`config.mk`:
```
export PLATFORM = sky130hd
export DESIGN_NAME = rcde_cell
export DESIGN_NICKNAME = d
export VERILOG_FILES = /design/src/hw/rtl/rcde_pkg.sv /design/src/hw/rtl/rcde_cell.sv
export SDC_FILE = /design/constraint.sdc
export NUM_CORES = 1
export LEC_CHECK = 0
export ABC_AREA = 1
export BUFFER_PORTS_ARGS = -buffer_cell sky130_fd_sc_hd__buf_4
export CORE_AREA = 2 2 39 41
export DETAILED_ROUTE_END_ITERATION = 16
export DIE_AREA = 0 0 41 43
export PLACE_DENSITY_LB_ADDON = 0.12
export SLEW_MARGIN = 5
export SYNTH_ARGS = -nofsm -noshare
export SYNTH_HDL_FRONTEND = slang
export SYNTH_SLANG_ARGS = --single-unit
export TNS_END_PERCENT = 5
```
`constraint.sdc`:
```
create_clock -name clk -period 1 [get_ports clk]
set_input_delay 0.15 -clock clk [delete_from_list [all_inputs] [get_ports clk]]
set_output_delay 0.15 -clock clk [all_outputs]
set_load 0.01 [all_outputs]
```
`src/hw/rtl/rcde_pkg.sv`:
```
package rcde_pkg;

  localparam int MAX_SIGS  = 256;
  localparam int BLOCK_MAX = 32;

  localparam int SIG_W   = 32;
  localparam int BYTE_W  = 8;
  localparam int FUNC_W  = 2;
  localparam int KIND_W  = 2;
  localparam int BSZ_W   = 6;
  localparam int SUM_W   = 16;
  localparam int IDX_W   = 8;
  localparam int ADDR_W  = (MAX_SIGS > 1) ? $clog2(MAX_SIGS) : 1;
  localparam int CNT_W   = $clog2(MAX_SIGS + 1);
  localparam int FILL_W  = $clog2(BLOCK_MAX + 1);
  localparam int PADDR_W = 3;
  localparam int PDATA_W = 32;

  localparam logic [FUNC_W-1:0] FUNC_LOAD  = 2'd0;
  localparam logic [FUNC_W-1:0] FUNC_DATA  = 2'd1;
  localparam logic [FUNC_W-1:0] FUNC_CLEAR = 2'd2;
  localparam logic [FUNC_W-1:0] FUNC_RSVD  = 2'd3;

  localparam logic [KIND_W-1:0] KIND_LIT   = 2'd0;
  localparam logic [KIND_W-1:0] KIND_MATCH = 2'd1;
  localparam logic [KIND_W-1:0] KIND_END   = 2'd2;

  localparam logic REG_WIN_LEN = 1'b0;

  typedef enum logic [4:0] {
    ST_IDLE  = 5'b00001,
    ST_SCAN  = 5'b00010,
    ST_RES   = 5'b00100,
    ST_FLUSH = 5'b01000,
    ST_SPARE = 5'b10000
  } state_t;

endpackage

```
`src/hw/rtl/rcde_cell.sv`:
```
// One window byte. Shift takes the neighbor's byte (toward the oldest end).
module rcde_cell (
  input  logic                        clk,
  input  logic                        load_en,
  input  logic [rcde_pkg::BYTE_W-1:0] load_byte,
  input  logic                        shift_en,
  input  logic [rcde_pkg::BYTE_W-1:0] nbr_byte,
  output logic [rcde_pkg::BYTE_W-1:0] byte_q
);
  logic [rcde_pkg::BYTE_W-1:0] byte_r;

  always_ff @(posedge clk) begin
    if (shift_en) begin
      byte_r <= nbr_byte;
    end else if (load_en) begin
      byte_r <= load_byte;
    end
  end

  assign byte_q = byte_r;
endmodule

```
==> impl_metrics.yaml, run 1 <==
finish:
  finalNonFillerCells: 80
  nets: 85
  largest_reg_flops: 8
  n_fill_cell: 140
  area_growth_pct: 66.55
  regArea_um2: 240.2
  multi_input_area_um2: 96.34
  antenna_cells: 0
  layout-drive-gt1-share_pct: 48.44
  fin_util_pct: 42.31
  fin_area_um2: 585.6
sta:
  worstMarginPinSlew_ns: 0.3182
  rsz0062_at_grt: "false"
  max_slew_margin_pct: 78.79
  slew_viol_final: 0
  fin_setup_tns_ns: 0
  setup_ws_ns: 0.07579
  finalHoldViolCount: 0
  min_period_ns: 0.9242
  setup_viol_count_final: 0
  whs_ns: 0.1615
  timing.fmax_mhz: 1082
  period_share_pct: 92.42
logic_synthesis:
  ys_warn_count: 0
  ys_types: 5
  ys_ff_latch: 8
  syn_inst: 35
  yosys.area.top_type: "edfxtp_1"
  yosysMostFrequentCell: "nand2_1"
  syn_area_per_cell_um2: 10.05
  ys_async_sr_fraction_pct: 0
  synth_edf_count: 8
  syn_area_um2: 351.6
  synth_top_area_share_pct: 68.33
  synthTopCellsByCount: "nand2_1 (24), edfxtp_1 (8), buf_6 (1), inv_2 (1), or2_1 (1)"
  ys.flop_type: "edfxtp_1"
  synth_area_leaders: "edfxtp_1 (68%), nand2_1 (26%), buf_6 (3.2%), or2_1 (1.8%), inv_2 (1.1%)"
  seq_area_frac_synth_pct: 68.33
  synth_fp_nets: 54
pwr:
  power.leakage_nw: 0.3027
  cellPowerDensity_nw_per_um2: 1407
  p_total_uw: 823.6
  ir_drop_mv: 1.185
detailed_routing:
  viasPerCell: 3.988
  drt_iter0_drc: 2
  firstDrtPassIters: 2
  route.detailed.drc: 0
  wl_um: 686
  vias: 319
  avgRoutedWirePerCell_um: 8.575
  ant_nets: 0
critical_path:
  cp-end-kind: "primary output"
  start_kind: "register"
  critPathKind: "register to primary output"
  worstPathBufferInverterCount: 1
  required_ns: 0.85
  slowest_delay_ns: 0.37
  crit_family: "flip-flops"
  cp-startpoint: "byte_q[1]"
  critPathCapture: "byte_q[1]"
  crit_cells: 1
  slowest_stage: "edfxtp_1"
  crit_chain: "buf_4"
  cp.arrival_ns: 0.77
  cp_max_fo: 1
placement:
  gp_congestion: 0.6355
  dp_hpwl_um: 555.4
  placed_area_um2: 563.0
  io_buffer_count: 26
  preCtsSetupSlack_ns: 0.09311
  dp_cells: 77
grt:
  grt_max_degree: 10
  grt_usage_pct: 9.156
  grt_overflow: 0
  grt_pass1_wl_um: 1021
  antenna_found_initial: 0
  grt_pass1_vias: 283
cts:
  hold_buffers: 0
  cts_resized: 0
  cts_buffers: 3
  postCtsSetupBuffers: 0
  cts_tree: "built"
  cts_root_buf: "clkbuf_4"
  path_clk_slew_ns: 0.05
  cts_htree_levels: 1
  clock_tree.buffer_depth: 2
  clock-sinks: 8
die:
  die_h_um: 43
  ios: 27
  start_util_pct: 25.41
  rows: 14
  die-area_um2: 1763
  die_w_um: 41
  core_um2: 1384
run_status:
  status: "complete, no violations"
worst_hold_path:
  hold_path_class: "primary input to register"
job:
  drv_cap: 0
report_power, final:
part	internal [mW]	switching, mW	leakage, nW
Clock	0.136	0.0974	0.0138
Combinational	0.100	0.0671	0.207
Sequential	0.413	0.00944	0.0824
Total	0.650	0.174	0.303
cell families after synthesis:
| logic type | after synthesis | synth area share, % |
|---|---|---|
| buf+inv | 2 | 4.269 |
| flops | 8 | 68.33 |
| simple gates | 25 | 27.40 |
layout by cell type (no fill, tap or decap):
cell type,n
edfxtp_1,8
buf_4,27
nand2_1,24
clkbuf_4,3
or2_1,1
inv_2,1
layer usage:
layer	vias to the layer above	track usage [%]	wire (um)	share of wire (%)
met1	132	8.054	242	35
li1	170	-	-	-
met3	0	7.853	88	13
met5	-	0	0	0
met4	0	0	0	0
met2	17	15.94	355	52
final cells by class:
type	instances	share of cell area, %
clock buffers	3	3.846
repair buffers	27	34.62
multi-input cells	25	16.45
flip-flops and latches	8	41.03
inverters	1	0.6410
well taps	16	3.419
worst min-delay path by stage:
stage | startpoint | to | slack, ns | cells after the start
2_1_floorplan | load_byte[0] | byte_q[0] | 0.33 | 2
3_3_place_gp | load_byte[1] | byte_q[1] | 0.42 | 3
3_5_place_dp | load_byte[6] | byte_q[6] | 0.42 | 3
4_1_cts | load_byte[6] | byte_q[6] | 0.16 | 3
5_1_grt | load_byte[6] | byte_q[6] | 0.16 | 3
6_report | load_byte[6] | byte_q[6] | 0.16 | 3
(Power assumes the default switching activity.)
==> run 2: changes to the inputs <==
clock period = 1.2 ns   (was 1 ns; I/O delays follow)
==> run 2 against run 1 <==
Net effect: count of clock-buffer cells in the layout unchanged; sequential cell count stayed put; sequential power down 17%; cell area is 1.3% lower; non-clock buffer count down 1; clock power is 12% lower; die area did not move; core utilization is 0.54 points lower; routed wire length is 2.6% higher.
==> impl_metrics.yaml, run 2 (synthesis results as in run 1) <==
placement:
  dp_hpwl_um: 547.6
  io_buffer_count: 26
  placed_area_um2: 555.5
  dp_cells: 76
  gp_congestion: 0.6231
  preCtsSetupSlack_ns: 0.1957
die:
  die_h_um: 43
  ios: 27
  rows: 14
  die_w_um: 41
  core_um2: 1384
  die-area_um2: 1763
  start_util_pct: 25.41
pwr:
  ir_drop_mv: 0.4564
  swShare_pct: 22.24
  seqPwrFrac_pct: 50.6
  clkPwrFrac_pct: 29.7
  switchingPower_uw: 154.3
  cellPowerDensity_nw_per_um2: 1200
  intPower_uw: 539.5
  p_total_uw: 693.9
  power.leakage_nw: 0.2979
  pwr-share-comb_pct: 19.7
finish:
  fin_util_pct: 41.77
  area_growth_pct: 64.41
  antenna_cells: 0
  fin_area_um2: 578.1
  nets: 84
  mostFrequentLayoutCell: "buf_4"
  largest_reg_flops: 8
  mostFrequentLayoutCells: "buf_4 (26), nand2_1 (24), edfxtp_1 (8)"
  n_fill_cell: 153
  layout-drive-gt1-share_pct: 47.62
  finalNonFillerCells: 79
detailed_routing:
  route.detailed.drc: 0
  ant_nets: 0
  avgRoutedWirePerCell_um: 8.911
  viasPerCell: 3.873
  wl_um: 704
  drt_iter0_drc: 1
  vias: 306
  firstDrtPassIters: 3
worst_hold_path:
  worstHoldPathCells: 3
  hold_end: "byte_q[2]"
  hp-start: "load_byte[2]"
  hold_path_class: "primary input to register"
sta:
  slew_viol_final: 0
  finalHoldViolCount: 0
  max_slew_margin_pct: 77.37
  setup_viol_count_final: 0
  period_share_pct: 79.75
  whs_ns: 0.1894
  setup_ws_ns: 0.2430
  min_period_ns: 0.9570
  fin_setup_tns_ns: 0
  rsz0062_at_grt: "false"
  worstMarginPinSlew_ns: 0.3394
  timing.fmax_mhz: 1045
cts:
  cts_buffers: 3
  cts_tree: "built"
  clock_tree.buffer_depth: 2
  cts_htree_levels: 1
  hold_buffers: 0
  clock-sinks: 8
  postCtsSetupBuffers: 0
  cts_resized: 0
  path_clk_slew_ns: 0.06
  cts_root_buf: "clkbuf_4"
critical_path:
  required_ns: 1.02
  slowest_delay_ns: 0.37
  critPathKind: "register to primary output"
  cp_max_fo: 1
  slowest_stage: "edfxtp_1"
  start_kind: "register"
  crit_chain: "buf_4"
  crit_family: "flip-flops"
  cp.arrival_ns: 0.78
  cp-end-kind: "primary output"
  worstPathBufferInverterCount: 1
grt:
  grt_usage_pct: 9.369
  grt_pass1_vias: 272
  grt_max_degree: 11
  antenna_found_initial: 0
  grt_overflow: 0
  grt_pass1_wl_um: 1028
job:
  drv_cap: 0
run_status:
  status: "complete, no violations"
==> run 2: changes by cell type in the layout (fill, tap and decap cells not counted), sizes merged <==
cell,delta
buf,-1
==> run 2: power by group through the flow <==
stage	clock [mW]	sequential (mW)	combinational, mW
global placement	0	0.358	0.139
detailed placement	0	0.358	0.139
global route	0.223	0.355	0.151
CTS	0.214	0.352	0.139
floorplan	0	0.374	0.0321
finish	0.206	0.351	0.137
==> run 2: how the worst max path moves through the flow <==
| stage | from | to | slack [ns] | depth (start not counted) |
|---|---|---|---|---|
| 2_1_floorplan | shift_en | byte_q[0] | 0.30 | 2 |
| 3_3_place_gp | shift_en | byte_q[2] | 0.22 | 2 |
| 3_5_place_dp | shift_en | byte_q[2] | 0.20 | 2 |
| 4_1_cts | byte_q[1] | byte_q[1] | 0.23 | 1 |
| 5_1_grt | byte_q[1] | byte_q[1] | 0.20 | 1 |
| 6_report | byte_q[1] | byte_q[1] | 0.24 | 1 |
==> run 2: layout make-up <==
| class | instances | area [um^2] | share of cell area [%] |
|---|---|---|---|
| well taps | 16 | 20.02 | 3.463 |
| flip-flops and latches | 8 | 240.2 | 41.56 |
| inverters | 1 | 3.754 | 0.6494 |
| repair buffers | 26 | 195.2 | 33.77 |
| clock buffers | 3 | 22.52 | 3.896 |
| multi-input cells | 25 | 96.34 | 16.67 |
==> run 2: routing by layer <==
| metal | up-vias | share of wire (%) | track usage (%) |
|---|---|---|---|
| li1 | 167 | - | - |
| met4 | 0 | 0 | 8.000 |
| met3 | 0 | 8.8 | 3.141 |
| met2 | 14 | 51 | 13.13 |
| met1 | 125 | 40 | 10.77 |
| met5 | - | 0 | 0 |
==> run 3: changes to the inputs <==
clock period = 0.9 ns   (was 1.2 ns; I/O delays follow)
==> run 3 against run 2 <==
Net effect: count of clock-buffer cells in the layout unchanged; setup slack got worse by 0.25 ns; via count grew 4.2%; first-iteration DRC count grew 100%; combinational power increased by 53%; highest routed layer unchanged; sequential power up 36%; worst hold slack got worse by 0.043 ns; non-clock buffer count up 1; clock power rose by 26%; global-route usage barely moved; core utilization rose by 2.7 points; the flow now finishes with violations (negative setup slack).
==> impl_metrics.yaml, run 3 (synthesis results as in run 1) <==
run_status:
  status: "complete, but fails checks"
  violations: "negative setup slack"
die:
  ios: 27
  rows: 14
  core_um2: 1384
  start_util_pct: 25.41
  die_h_um: 43
  die_w_um: 41
  die-area_um2: 1763
sta:
  rsz0062_at_grt: "true"
  setup_ws_ns: -0.009896
  setup_viol_count_final: 1
  max_slew_margin_pct: 78.66
  fin_setup_tns_ns: -0.009896
  min_period_ns: 0.9099
  whs_ns: 0.1466
  finalHoldViolCount: 0
  timing.fmax_mhz: 1099
  slew_viol_final: 0
  worstMarginPinSlew_ns: 0.3201
  period_share_pct: 101.1
grt:
  grt_max_degree: 10
  antenna_found_initial: 0
  grt_pass1_vias: 286
  grt_usage_pct: 9.359
  grt_overflow: 0
  grt_pass1_wl_um: 1048
placement:
  gp_congestion: 0.6355
  placed_area_um2: 563.0
  io_buffer_count: 26
  dp_hpwl_um: 555.4
  dp_cells: 77
detailed_routing:
  route.detailed.drc: 0
  wl_um: 696
  avgRoutedWirePerCell_um: 8.700
  firstDrtPassIters: 2
  vias: 319
  ant_nets: 0
  drt_iter0_drc: 2
  viasPerCell: 3.988
pwr:
  power.leakage_nw: 0.3124
  seqPwrFrac_pct: 50.4
  switchingPower_uw: 200.5
  swShare_pct: 21.18
  intPower_uw: 746.1
  ir_drop_mv: 1.326
  pwr-share-comb_pct: 22.1
  clkPwrFrac_pct: 27.5
  cellPowerDensity_nw_per_um2: 1538
finish:
  fin_area_um2: 615.6
  area_growth_pct: 75.09
  mostFrequentLayoutCell: "nand2_1"
  fin_util_pct: 44.48
  finalNonFillerCells: 80
  mostFrequentLayoutCells: "nand2_1 (24), buf_4 (19), edfxtp_1 (8), buf_6 (8), clkbuf_4 (3)"
  largest_reg_flops: 8
  layout-drive-gt1-share_pct: 48.44
  nets: 85
  antenna_cells: 0
  n_fill_cell: 140
critical_path:
  slowest_delay_ns: 0.39
  crit_family: "flip-flops"
  slowest_stage: "edfxtp_1"
  start_kind: "register"
  required_ns: 0.76
  worstPathBufferInverterCount: 1
  crit_chain: "buf_6"
  cp-end-kind: "primary output"
  cp_max_fo: 1
  critPathKind: "register to primary output"
  cp.arrival_ns: 0.77
cts:
  path_clk_slew_ns: 0.05
  cts_tree: "built"
  cts_htree_levels: 1
  clock_tree.buffer_depth: 2
  clock-sinks: 8
  postCtsSetupBuffers: 0
  cts_buffers: 3
  cts_root_buf: "clkbuf_4"
worst_hold_path:
  hold_path_class: "primary input to register"
job:
  drv_cap: 0
run 3: cell types whose count changed in the layout (fill, tap and decap cells not counted):
cell,delta
buf_6,+8
buf_4,-7
run 3: final timing paths:
kind  slack (ns)  depth (start not counted)         start        end
min         0.15                          3  load_byte[6]  byte_q[6]
max        -0.01                          1     byte_q[1]  byte_q[1]
run 3: layout make-up:
| class | instances | area (um^2) | area share [%] |
|---|---|---|---|
| tap | 16 | 20.02 | 3.252 |
| inverter | 1 | 3.754 | 0.6098 |
| timing repair buffer | 27 | 232.7 | 37.80 |
| multi-input combinational | 25 | 96.34 | 15.65 |
| sequential | 8 | 240.2 | 39.02 |
| clock buffer | 3 | 22.52 | 3.659 |
run 3: power groups by stage:
stage	combinational (mW)	clock [mW]	sequential (mW)
finish	0.209	0.260	0.477
global route	0.229	0.298	0.482
CTS	0.199	0.272	0.473
detailed placement	0.189	0	0.478
global placement	0.189	0	0.476
floorplan	0.0428	0	0.499
run 3: metrics by stage:
step           power [mW]  worst slack (ns)
2_1_floorplan      0.5419           0.04823
3_3_place_gp       0.6655           0.01486
3_5_place_dp       0.6667          0.008107
4_1_cts            0.9434          -0.02897
5_1_grt             1.009          -0.05216
6_report           0.9465         -0.009896
run 3: routing by layer:
layer,up-vias,track usage (%),wire length [um]
li1,170,-,-
met1,132,8.725,241
met2,17,15.94,371
met3,0,7.853,83
met4,0,0,0
met5,-,0,0
run 3: what timing repair did:
action | in CTS | in global routing
resized for setup | 3 | 5
hold buffers | 0 | 0
endpoints found under the setup margin | 4 | 8
gates cloned | 0 | 0
